`src/hdl/wstd_pkg.sv`:
```
// Shared types and codes for the work-stealing task deque.
package wstd_pkg;

    localparam int MODE_W      = 2;
    localparam int FIELD_W     = 32;
    localparam int MAXC_W      = 6;
    localparam int COUNT_OUT_W = 7;
    localparam int SUM_W       = 38;
    localparam int MAX_RESULTS = 32;

    // Operation codes as they arrive on the mode port.
    typedef enum logic [MODE_W-1:0] {
        OP_PUSH  = 2'd0,
        OP_POP   = 2'd1,
        OP_STEAL = 2'd2,
        OP_SHARE = 2'd3
    } op_t;

    // Result status codes.
    typedef enum logic [1:0] {
        ST_OK    = 2'd0,
        ST_EMPTY = 2'd1,
        ST_CHEAP = 2'd2,
        ST_FULL  = 2'd3
    } status_t;

    // Back-end sequencer states.
    typedef enum logic [1:0] {
        B_IDLE,
        B_READ,
        B_SHARE
    } back_state_t;

    // One queued command, as passed from the front end to the back end.
    typedef struct packed {
        op_t                op;
        logic [FIELD_W-1:0] task_id;
        logic [FIELD_W-1:0] task_cost;
        logic [MAXC_W-1:0]  batch_limit;
        logic [FIELD_W-1:0] min_cost;
        logic               check_cost;
    } cmd_t;

endpackage

```
`src/hdl/wstd_front.sv`:
```
// Front end: accepts items, classifies the mode and buffers them in a two-entry queue.
module wstd_front
(
    input  logic                       clk,
    input  logic                       rst_n,
    input  logic                       start,
    input  logic [1:0]                 mode,
    input  logic [31:0]                task_id,
    input  logic [31:0]                task_cost,
    input  logic [5:0]                 batch_limit,
    input  logic [31:0]                min_cost,
    input  logic                       check_cost,
    output logic                       busy,
    output logic                       q_valid,
    output wstd_pkg::cmd_t             q_cmd,
    input  logic                       q_pop
);
    import wstd_pkg::*;

    cmd_t       slot_reg [2];
    logic       wr_ptr_reg;
    logic       wr_ptr_next;
    logic       rd_ptr_reg;
    logic       rd_ptr_next;
    logic [1:0] cnt_reg;
    logic [1:0] cnt_next;
    logic       push;
    logic       pop;
    cmd_t       cmd_in;

    always_comb
    begin
        cmd_in.task_id     = task_id;
        cmd_in.task_cost   = task_cost;
        cmd_in.batch_limit = batch_limit;
        cmd_in.min_cost    = min_cost;
        cmd_in.check_cost  = check_cost;
        // all four codes are defined
        cmd_in.op          = op_t'(mode);
    end

    assign busy    = (cnt_reg == 2'd2);
    assign push    = start && !busy;
    assign q_valid = (cnt_reg != 2'd0);
    assign pop     = q_pop && q_valid;
    assign q_cmd   = slot_reg[rd_ptr_reg];

    always_comb
    begin
        wr_ptr_next = push ? !wr_ptr_reg : wr_ptr_reg;
        rd_ptr_next = pop ? !rd_ptr_reg : rd_ptr_reg;
        cnt_next    = cnt_reg;
        if (push && !pop)
        begin
            cnt_next = cnt_reg + 2'd1;
        end
        else if (pop && !push)
        begin
            cnt_next = cnt_reg - 2'd1;
        end
    end

    always_ff @(posedge clk or negedge rst_n)
    begin
        if (!rst_n)
        begin
            wr_ptr_reg <= 1'b0;
            rd_ptr_reg <= 1'b0;
            cnt_reg    <= 2'd0;
        end
        else
        begin
            wr_ptr_reg <= wr_ptr_next;
            rd_ptr_reg <= rd_ptr_next;
            cnt_reg    <= cnt_next;
        end
    end

    // payload slots, no reset
    always_ff @(posedge clk)
    begin
        if (push)
        begin
            slot_reg[wr_ptr_reg] <= cmd_in;
        end
    end

endmodule

```
`config.mk`:
```
export PLATFORM = sky130hd
export DESIGN_NAME = wstd_front
export DESIGN_NICKNAME = d
export VERILOG_FILES = /design/src/hdl/wstd_pkg.sv /design/src/hdl/wstd_front.sv
export SDC_FILE = /design/constraint.sdc
export NUM_CORES = 1
export LEC_CHECK = 0
export BUFFER_PORTS_ARGS = -buffer_cell sky130_fd_sc_hd__buf_4
export CAP_MARGIN = 20
export CORE_MARGIN = 8
export CORE_UTILIZATION = 55
export CTS_CLUSTER_DIAMETER = 100
export CTS_CLUSTER_SIZE = 16
export DETAILED_ROUTE_END_ITERATION = 12
export GPL_TIMING_DRIVEN = 1
export PLACE_DENSITY = 0.8
export RECOVER_POWER = 25
export SETUP_SLACK_MARGIN = 0.4
export SKIP_CTS_REPAIR_TIMING = 1
export SYNTH_ARGS = -nofsm -noshare
export SYNTH_HDL_FRONTEND = slang
export SYNTH_SLANG_ARGS = --single-unit
```
`constraint.sdc`:
```
create_clock -name clk -period 12.5 [get_ports clk]
set_clock_uncertainty 0.15 [all_clocks]
set_input_delay 0.625 -clock clk [delete_from_list [all_inputs] [get_ports clk]]
set_output_delay 0.625 -clock clk [all_outputs]
set_load 0.1 [all_outputs]
```
==> results.yml, run 1 <==
sta:
  setup-tns-final_ps: 0
  period_minus_slack_ps: 3670
  max_transition_viols_final: 0
  report.final.setup_viol: 0
  max-slew-margin-rel_pct: 29.25
  timing_hold_violations_final: 0
  rsz0062_at_grt: "false"
  highest_achievable_clock_rate_ghz: 0.2725
  final_min_period_over_clock_period_pct: 29.36
  worst_pin_slew_ps: 1061
synthesis:
  synth.net_count: 456
  most_used_dff_post_synth: "sky130_fd_sc_hd__edfxtp_1"
  post-synth-top-area-cell: "sky130_fd_sc_hd__edfxtp_1"
  number_of_synthesized_flops_with_an_enable_pin: 210
  netlist_top_cells_count: "210 x sky130_fd_sc_hd__edfxtp_1, 65 x sky130_fd_sc_hd__mux2_2, 40 x sky130_fd_sc_hd__mux2_4"
  yosysSeqAreaShare_pct: 80.74
  synth-async-reset-ratio_pct: 1.869
  synthDominantCellAreaShare_pct: 79.48
  postSynthCellCount: 346
  synthesis.area_per_instance_sq_um: 22.93
  synth.most_common_cell: "sky130_fd_sc_hd__edfxtp_1"
  synth.distinct_cells: 15
  post_synth_instance_area_sq_um: 7934
  synth.ff_latch_count: 214
  netlist_top_cells_area: "sky130_fd_sc_hd__edfxtp_1 79%, sky130_fd_sc_hd__mux2_2 9.2%, sky130_fd_sc_hd__mux2_4 7.6%, sky130_fd_sc_hd__dfrtp_1 1.3%, sky130_fd_sc_hd__buf_6 0.85%"
  yosys_warnings: 0
detailed_routing:
  vias: 4002
  remaining_drc_errors: 0
  route.detailed.vias_per_inst: 5.259
  drt_iter0_markers: 205
  drt-pass1-iter-count: 4
  detail_route.wl_per_cell_microns: 20.86
  routed_wirelength_microns: 15880
  drt.antenna.violating_nets: 0
clock_network:
  cts_root_buffer: "sky130_fd_sc_hd__clkbuf_16"
  cts_tree: "done"
  clock-sinks: 214
  ctsLongestPathBuffers: 3
  cts_made_buffers: 17
  number_of_h_tree_levels: 1
  clkTransAtPathRegs_ps: 70
  insertion_delay_ps: 460
setup_path:
  worstSetupStartpointType: "register"
  cp_max_fo: 65
  r2r-start: "cnt_reg[0]"
  worstSetupEndpointType: "primary output"
  worstSetupPathType: "register to primary output"
  required_ps: 11730
  timing.reg2reg.setup_slack_ps: 9950
  cp_data_arrival_time_ps: 2890
  rr_endpoint: "slot_reg[1][78]"
  worst_r2r_path_depth: 3
finish:
  antenna_cells_inserted: 0
  nFillCells: 910
  multi_input_comb_area_sq_um: 1435
  seqCellArea_sq_um: 6410
  layout_cell_share_with_drive_strength_beyond_1_pct: 57.19
  fin_nets: 683
  largest_reg_flops: 210
  area_delta_synth_final_pct: 27.71
  design_area_sq_um: 10130
grt:
  first_global_vias: 4285
  grt_max_degree: 66
  grt_util_all_layers_pct: 16.15
  grt_overflow: 0
  antenna_found_initial: 0
  grt_first_pass_wirelength_microns: 23000
floorplanning:
  placeableCoreArea_sq_um: 14310
  overall_die_width_microns: 136.1
  die_area_sq_um: 18520
  start_util_pct: 55.43
  fp.dieH_microns: 136.1
  rows: 44
  top_level_ports: 216
hold_path:
  hold_depth: 1
  hold_path_class: "input port to register"
  holdCritStartpoint: "min_cost[25]"
  min_delay_worst_endpoint: "slot_reg[1][26]"
run_status:
  run_status: "completed"
job:
  timing.max_cap.violations: 0
place:
  place_congestion: 0.7328
  hpwlAfterDp_microns: 10990
  post_placement_cell_area_sq_um: 9727
  buffer_ports.inserted: 215
-- kinds of logic after synthesis --
family / synth area share (%)
xor gates and xnor gates: 0.5521
adders and majority gates: 0.1577
buffers and inverters: 1.325
DFF: 80.74
muxes: 16.80
and+or+nand+nor: 0.4260
-- routing by layer --
| metal | vias up | share of wire [%] | GRT usage [%] |
|---|---|---|---|
| li1 | 1814 | - | - |
| met1 | 1981 | 40 | 20.01 |
| met2 | 185 | 48 | 26.42 |
| met3 | 22 | 10 | 5.691 |
| met4 | 0 | 1.8 | 4.515 |
| met5 | - | 0 | 0 |
-- through the flow --
| stage | hold WS (ps) | setup WS (ps) | std cells | utilization (%) |
|---|---|---|---|---|
| after floorplan | 179.4 | 6698 | 346 | - |
| after global placement | 275.5 | 9325 | 737 | 67.95 |
| after detailed placement | 277.0 | 9315 | 737 | 67.95 |
| after CTS | -231.7 | 8786 | 760 | 71.14 |
| after global routing | 183.4 | 8699 | 761 | 70.79 |
| final | 200.7 | 8830 | 761 | 70.79 |
-- worst max-delay path, stage by stage, from the launching register on --
cell                      delay (ps)
sky130_fd_sc_hd__dfrtp_4         800
sky130_fd_sc_hd__buf_4           920
sky130_fd_sc_hd__mux2_2          430
sky130_fd_sc_hd__buf_4           240
-- placed cells by master, fill, tap and decap left out, types with 2 or more instances in the layout --
cell                        count
sky130_fd_sc_hd__nand2_1        2
sky130_fd_sc_hd__mux2_4        40
sky130_fd_sc_hd__mux2_2        65
sky130_fd_sc_hd__xnor2_1        3
sky130_fd_sc_hd__inv_1          2
sky130_fd_sc_hd__xor2_1         2
sky130_fd_sc_hd__clkbuf_4      60
sky130_fd_sc_hd__buf_4        143
sky130_fd_sc_hd__edfxtp_1     210
sky130_fd_sc_hd__clkbuf_1      21
sky130_fd_sc_hd__clkbuf_16     17
sky130_fd_sc_hd__dfrtp_1        3
-- layout make-up --
cell class              instances  share of cell area [%]
flip-flops and latches        214                   63.26
repair buffers                220                   15.73
multi-input cells             118                   14.16
clock buffers                  22                   4.384
well taps                     184                   2.272
clock inverters                 1                  0.1111
inverters                       2                 0.07409
-- worst max-delay path by stage --
stage	from	to	slack (ps)	cells after the start
finish	rd_ptr_reg	q_cmd[35]	8830	3
global route	rd_ptr_reg	q_cmd[98]	8700	3
CTS	rd_ptr_reg	q_cmd[35]	8790	3
detailed placement	rd_ptr_reg	q_cmd[14]	9310	3
global placement	rd_ptr_reg	q_cmd[42]	9330	3
floorplan	start	slot_reg[0][0]	6700	2
Power of run 1 is left out: the tool's default activity adds up to more than one toggle a clock period on the data nets, which glitch-free logic cannot reach.
==> inputs of run 2 (changes only) <==
--- a/config.mk
+++ b/config.mk
@@ -8,12 +8,12 @@
 export BUFFER_PORTS_ARGS = -buffer_cell sky130_fd_sc_hd__buf_4
 export CAP_MARGIN = 20
 export CORE_MARGIN = 8
-export CORE_UTILIZATION = 55
+export CORE_UTILIZATION = 52
 export CTS_CLUSTER_DIAMETER = 100
 export CTS_CLUSTER_SIZE = 16
 export DETAILED_ROUTE_END_ITERATION = 12
 export GPL_TIMING_DRIVEN = 1
-export PLACE_DENSITY = 0.8
+export PLACE_DENSITY = 0.76
 export RECOVER_POWER = 25
 export SETUP_SLACK_MARGIN = 0.4
 export SKIP_CTS_REPAIR_TIMING = 1
==> constraint.sdc (replaced) <==
create_clock -name clk -period 3.45 [get_ports clk]
set_clock_uncertainty 0.15 [all_clocks]
set_input_delay 0.1725 -clock clk [delete_from_list [all_inputs] [get_ports clk]]
set_output_delay 0.1725 -clock clk [all_outputs]
set_load 0.1 [all_outputs]
==> run 2 against run 1 <==
Compared with the run above:
- largest cell class unchanged
- setup slack worse by 8200 ps
- non-clock buffer count rose by 110
- first-iteration DRC count increased by 9.8%
- sequential share of layout area down 6.5 points
- register-to-register slack lost 8700 ps
==> results.yml, run 2 (synthesis results as in run 1) <==
run_status:
  run_status: "completed"
job:
  timing.max_cap.violations: 0
floorplanning:
  placeableCoreArea_sq_um: 15030
  overall_die_width_microns: 139.5
  rows: 45
  top_level_ports: 216
  fp.dieH_microns: 139.5
  start_util_pct: 52.78
  die_area_sq_um: 19470
clock_network:
  insertion_delay_ps: 460
  clock-sinks: 214
  cts_root_buffer: "sky130_fd_sc_hd__clkbuf_16"
  cts_tree: "done"
  ctsLongestPathBuffers: 3
  number_of_h_tree_levels: 1
  clkTransAtPathRegs_ps: 70
  cts_made_buffers: 17
detailed_routing:
  vias: 4474
  remaining_drc_errors: 0
  routed_wirelength_microns: 17850
  drt_iter0_markers: 225
  route.detailed.vias_per_inst: 5.073
  drt-pass1-iter-count: 6
  drt.antenna.violating_nets: 0
  detail_route.wl_per_cell_microns: 20.23
sta:
  rsz0062_at_grt: "false"
  max-slew-margin-rel_pct: 46.74
  final_min_period_over_clock_period_pct: 80.33
  report.final.setup_viol: 0
  timing_hold_violations_final: 0
  worst_pin_slew_ps: 798.9
  period_minus_slack_ps: 2771
  setup-tns-final_ps: 0
  highest_achievable_clock_rate_ghz: 0.3608
  max_transition_viols_final: 0
hold_path:
  hold_path_class: "input port to register"
  hold_depth: 2
grt:
  grt_first_pass_wirelength_microns: 23560
  grt_max_degree: 81
  antenna_found_initial: 1
  first_global_vias: 4370
  grt_util_all_layers_pct: 15.42
  grt_overflow: 0
setup_path:
  rr_endpoint: "slot_reg[1][21]"
  worstSetupPathType: "register to primary output"
  worstSetupStartpointType: "register"
  end_point_of_the_critical_path: "q_cmd[20]"
  worstSetupEndpointType: "primary output"
  required_ps: 3130
  cp_data_arrival_time_ps: 2450
  worst_setup_path_start: "rd_ptr_reg"
  r2r-start: "cnt_reg[0]"
  cp_max_fo: 40
  worst_r2r_path_depth: 3
  timing.reg2reg.setup_slack_ps: 1290
finish:
  largest_reg_flops: 210
  most_common_cell_after_layout_fill_and_taps_aside: "sky130_fd_sc_hd__edfxtp_1"
  area_delta_synth_final_pct: 42.37
  mostFrequentLayoutCells: "210 x sky130_fd_sc_hd__edfxtp_1, 149 x sky130_fd_sc_hd__buf_4, 109 x sky130_fd_sc_hd__dlygate4sd3_1"
  layout_cell_share_with_drive_strength_beyond_1_pct: 47.91
  fin_nets: 793
place:
  buffer_ports.inserted: 215
  place_congestion: 0.7262
  hpwlAfterDp_microns: 11090
run 2: cell count changes in the layout (fill, tap and decap cells not counted), sizes merged:
cell         before  now
dlygate4sd3       1  109
buf             143  152
clkbuf           98   97
diode             0    1
run 2: worst max-delay path: stages (launching register included):
cell,delay [ps]
sky130_fd_sc_hd__dfrtp_4,870
sky130_fd_sc_hd__buf_4,450
sky130_fd_sc_hd__mux2_2,390
sky130_fd_sc_hd__buf_4,230
run 2: area by class of cell:
| cell class | count | area, sq um |
|---|---|---|
| diodes | 1 | 2.502 |
| clock buffers | 28 | 466.7 |
| clock inverters | 1 | 11.26 |
| fillers | 857 | 3737 |
| inverters | 2 | 7.507 |
| multi-input cells | 118 | 1435 |
| flip-flops and latches | 214 | 6410 |
| well taps | 188 | 235.2 |
| repair buffers | 330 | 2728 |
run 2: worst min path at each step:
stage                    from         endpoint
6_report         task_cost[9]  slot_reg[1][48]
3_5_place_dp            rst_n       rd_ptr_reg
5_1_grt        batch_limit[0]  slot_reg[0][33]
2_1_floorplan           rst_n       cnt_reg[0]
4_1_cts                 rst_n       cnt_reg[1]
3_3_place_gp            rst_n       rd_ptr_reg
run 2: metrics by stage:
step                      utilization [%]  setup WS [ps]  cells  hold slack (ps)  area [sq um]
final                               75.14          678.7    882            294.5         11300
after global routing                75.14          591.2    882            294.3         11300
after CTS                           68.26          670.0    772           -666.8         10260
after detailed placement            65.09           1165    743           -177.0          9784
after global placement              65.09           1195    743           -177.2          9784
after floorplan                         -          672.2    346           -273.1          7943
run 2: metal layers:
layer	up-vias	wire, microns	global-route usage, %
met4	0	425	4.333
met3	32	1432	5.985
met1	2186	6949	18.20
li1	2043	-	-
met2	213	9039	25.81
met5	-	0	0
Power of run 2 is left out for the same reason.
==> inputs of run 3 (changes only) <==
--- a/config.mk
+++ b/config.mk
@@ -8,12 +8,12 @@
 export BUFFER_PORTS_ARGS = -buffer_cell sky130_fd_sc_hd__buf_4
 export CAP_MARGIN = 20
 export CORE_MARGIN = 8
-export CORE_UTILIZATION = 52
+export CORE_UTILIZATION = 47
 export CTS_CLUSTER_DIAMETER = 100
 export CTS_CLUSTER_SIZE = 16
 export DETAILED_ROUTE_END_ITERATION = 12
 export GPL_TIMING_DRIVEN = 1
-export PLACE_DENSITY = 0.76
+export PLACE_DENSITY = 0.73
 export RECOVER_POWER = 25
 export SETUP_SLACK_MARGIN = 0.4
 export SKIP_CTS_REPAIR_TIMING = 1
==> constraint.sdc (replaced) <==
create_clock -name clk -period 2.4 [get_ports clk]
set_clock_uncertainty 0.15 [all_clocks]
set_input_delay 0.12 -clock clk [delete_from_list [all_inputs] [get_ports clk]]
set_output_delay 0.12 -clock clk [all_outputs]
set_load 0.1 [all_outputs]
==> run 3 against run 2 <==
Compared with the run above:
- register-to-register slack got worse by 740 ps
- final area increased by 7.9%
- die area up 9.4%
- global-route usage decreased by 1.4 points
- utilization down 1.4 points
- first-iteration DRC count fell by 4.9%
- non-clock buffer count rose by 13
- setup slack lost 360 ps
- count of clock-buffer cells in the layout unchanged
- largest cell class unchanged
==> results.yml, run 3 (synthesis results as in run 1) <==
clock_network:
  ctsLongestPathBuffers: 3
  clock-sinks: 214
  number_of_h_tree_levels: 1
  cts_tree: "done"
  cts_root_buffer: "sky130_fd_sc_hd__clkbuf_16"
  cts_made_buffers: 17
  clkTransAtPathRegs_ps: 70
  insertion_delay_ps: 460
floorplanning:
  die_area_sq_um: 21290
  fp.dieH_microns: 145.9
  start_util_pct: 48.01
  top_level_ports: 216
  overall_die_width_microns: 145.9
  placeableCoreArea_sq_um: 16520
  rows: 47
finish:
  nFillCells: 953
  seqCellArea_sq_um: 6410
  post_layout_util_pct: 73.73
  area_delta_synth_final_pct: 53.57
  multi_input_comb_area_sq_um: 1450
  largest_reg_flops: 210
  mostFrequentLayoutCells: "210 x sky130_fd_sc_hd__edfxtp_1, 109 x sky130_fd_sc_hd__dlygate4sd3_1, 68 x sky130_fd_sc_hd__buf_6"
  design_area_sq_um: 12180
  fin_nets: 806
  most_common_cell_after_layout_fill_and_taps_aside: "sky130_fd_sc_hd__edfxtp_1"
  layout_cell_share_with_drive_strength_beyond_1_pct: 49.72
sta:
  max_transition_viols_final: 0
  highest_achievable_clock_rate_ghz: 0.4803
  timing_hold_violations_final: 0
  period_minus_slack_ps: 2082
  max-slew-margin-rel_pct: 68.77
  worst_pin_slew_ps: 468.5
  final_min_period_over_clock_period_pct: 86.76
  report.final.setup_viol: 0
  rsz0062_at_grt: "true"
setup_path:
  timing.reg2reg.setup_slack_ps: 550
  end_point_of_the_critical_path: "q_cmd[12]"
  worst_setup_path_start: "rd_ptr_reg"
  worstSetupStartpointType: "register"
  path_common_cell: "sky130_fd_sc_hd__buf_6"
  r2r-start: "cnt_reg[0]"
  required_ps: 2130
  rr_endpoint: "slot_reg[1][45]"
  worstSetupPathType: "register to primary output"
  cp_data_arrival_time_ps: 1810
  timing.critical_path.cells: "buf_6 -> clkbuf_16 -> mux2_2 -> buf_6"
  worst_r2r_path_depth: 3
  cp_max_fo: 14
  cp_slowest_stage_delay_ps: 440
  worst_path_max_delay_cell: "sky130_fd_sc_hd__dfrtp_4"
  worstSetupEndpointType: "primary output"
place:
  post_placement_cell_area_sq_um: 9905
  buffer_ports.inserted: 215
  hpwlAfterDp_microns: 10950
  place_congestion: 0.7267
grt:
  first_global_vias: 4370
  grt_max_degree: 77
  antenna_found_initial: 1
  grt_first_pass_wirelength_microns: 23830
  grt_util_all_layers_pct: 14.06
  grt_overflow: 0
detailed_routing:
  remaining_drc_errors: 0
  drt.antenna.violating_nets: 0
  drt-pass1-iter-count: 4
  detail_route.wl_per_cell_microns: 20.60
  vias: 4501
  route.detailed.vias_per_inst: 4.855
  drt_iter0_markers: 214
  routed_wirelength_microns: 19090
job:
  timing.max_cap.violations: 0
run_status:
  run_status: "completed"
hold_path:
  hold_depth: 2
  hold_path_class: "input port to register"
[run 3: cell types whose count changed in the layout (fill, tap and decap cells not counted)]
cell	delta
sky130_fd_sc_hd__nand2_1	-1
sky130_fd_sc_hd__buf_8	+5
sky130_fd_sc_hd__clkbuf_16	+3
sky130_fd_sc_hd__buf_6	+68
sky130_fd_sc_hd__nand2b_1	-1
sky130_fd_sc_hd__nand2_4	+1
sky130_fd_sc_hd__buf_4	-93
sky130_fd_sc_hd__buf_12	+30
sky130_fd_sc_hd__clkbuf_4	+4
sky130_fd_sc_hd__clkbuf_1	-4
sky130_fd_sc_hd__nand2b_4	+1
[run 3: worst min-delay path by stage]
stage | start | end | slack [ps]
finish | task_id[11] | slot_reg[0][82] | 230
global route | batch_limit[4] | slot_reg[0][37] | 240
CTS | rst_n | cnt_reg[1] | -730
detailed placement | rst_n | wr_ptr_reg | -230
global placement | rst_n | wr_ptr_reg | -230
floorplan | rst_n | cnt_reg[0] | -330
[run 3: per-layer routing]
layer / global-route usage, % / routed length, microns
met5: 0 / 0
met1: 16.60 / 7310
met4: 3.488 / 274
met3: 5.193 / 1237
met2: 23.88 / 10270
[run 3: layout make-up]
class / instances / share of cell area, %
tap: 220 / 2.259
antenna: 1 / 0.02054
clock buffer: 28 / 3.830
sequential: 214 / 52.61
multi-input combinational: 118 / 11.90
inverter: 2 / 0.06161
timing repair buffer: 343 / 29.23
clock inverter: 1 / 0.09242
[run 3: stage by stage]
| step | setup slack [ps] | cells | setup TNS [ps] | hold WS, ps |
|---|---|---|---|---|
| after CTS | 29.69 | 806 | 0 | -730.2 |
| after global placement | 548.3 | 777 | 0 | -230.7 |
| after floorplan | -322.5 | 346 | -40890 | -325.6 |
| after global routing | 272.3 | 927 | 0 | 239.1 |
| final | 317.8 | 927 | 0 | 234.9 |
| after detailed placement | 538.2 | 777 | 0 | -227.7 |
[run 3: critical path: cells and delay by family, from the launching register on]
| family | cells | cell delay [ps] |
|---|---|---|
| flip-flops | 1 | 440 |
| buffers and inverters | 3 | 540 |
| multiplexers | 1 | 360 |
Power of run 3 is left out for the same reason.
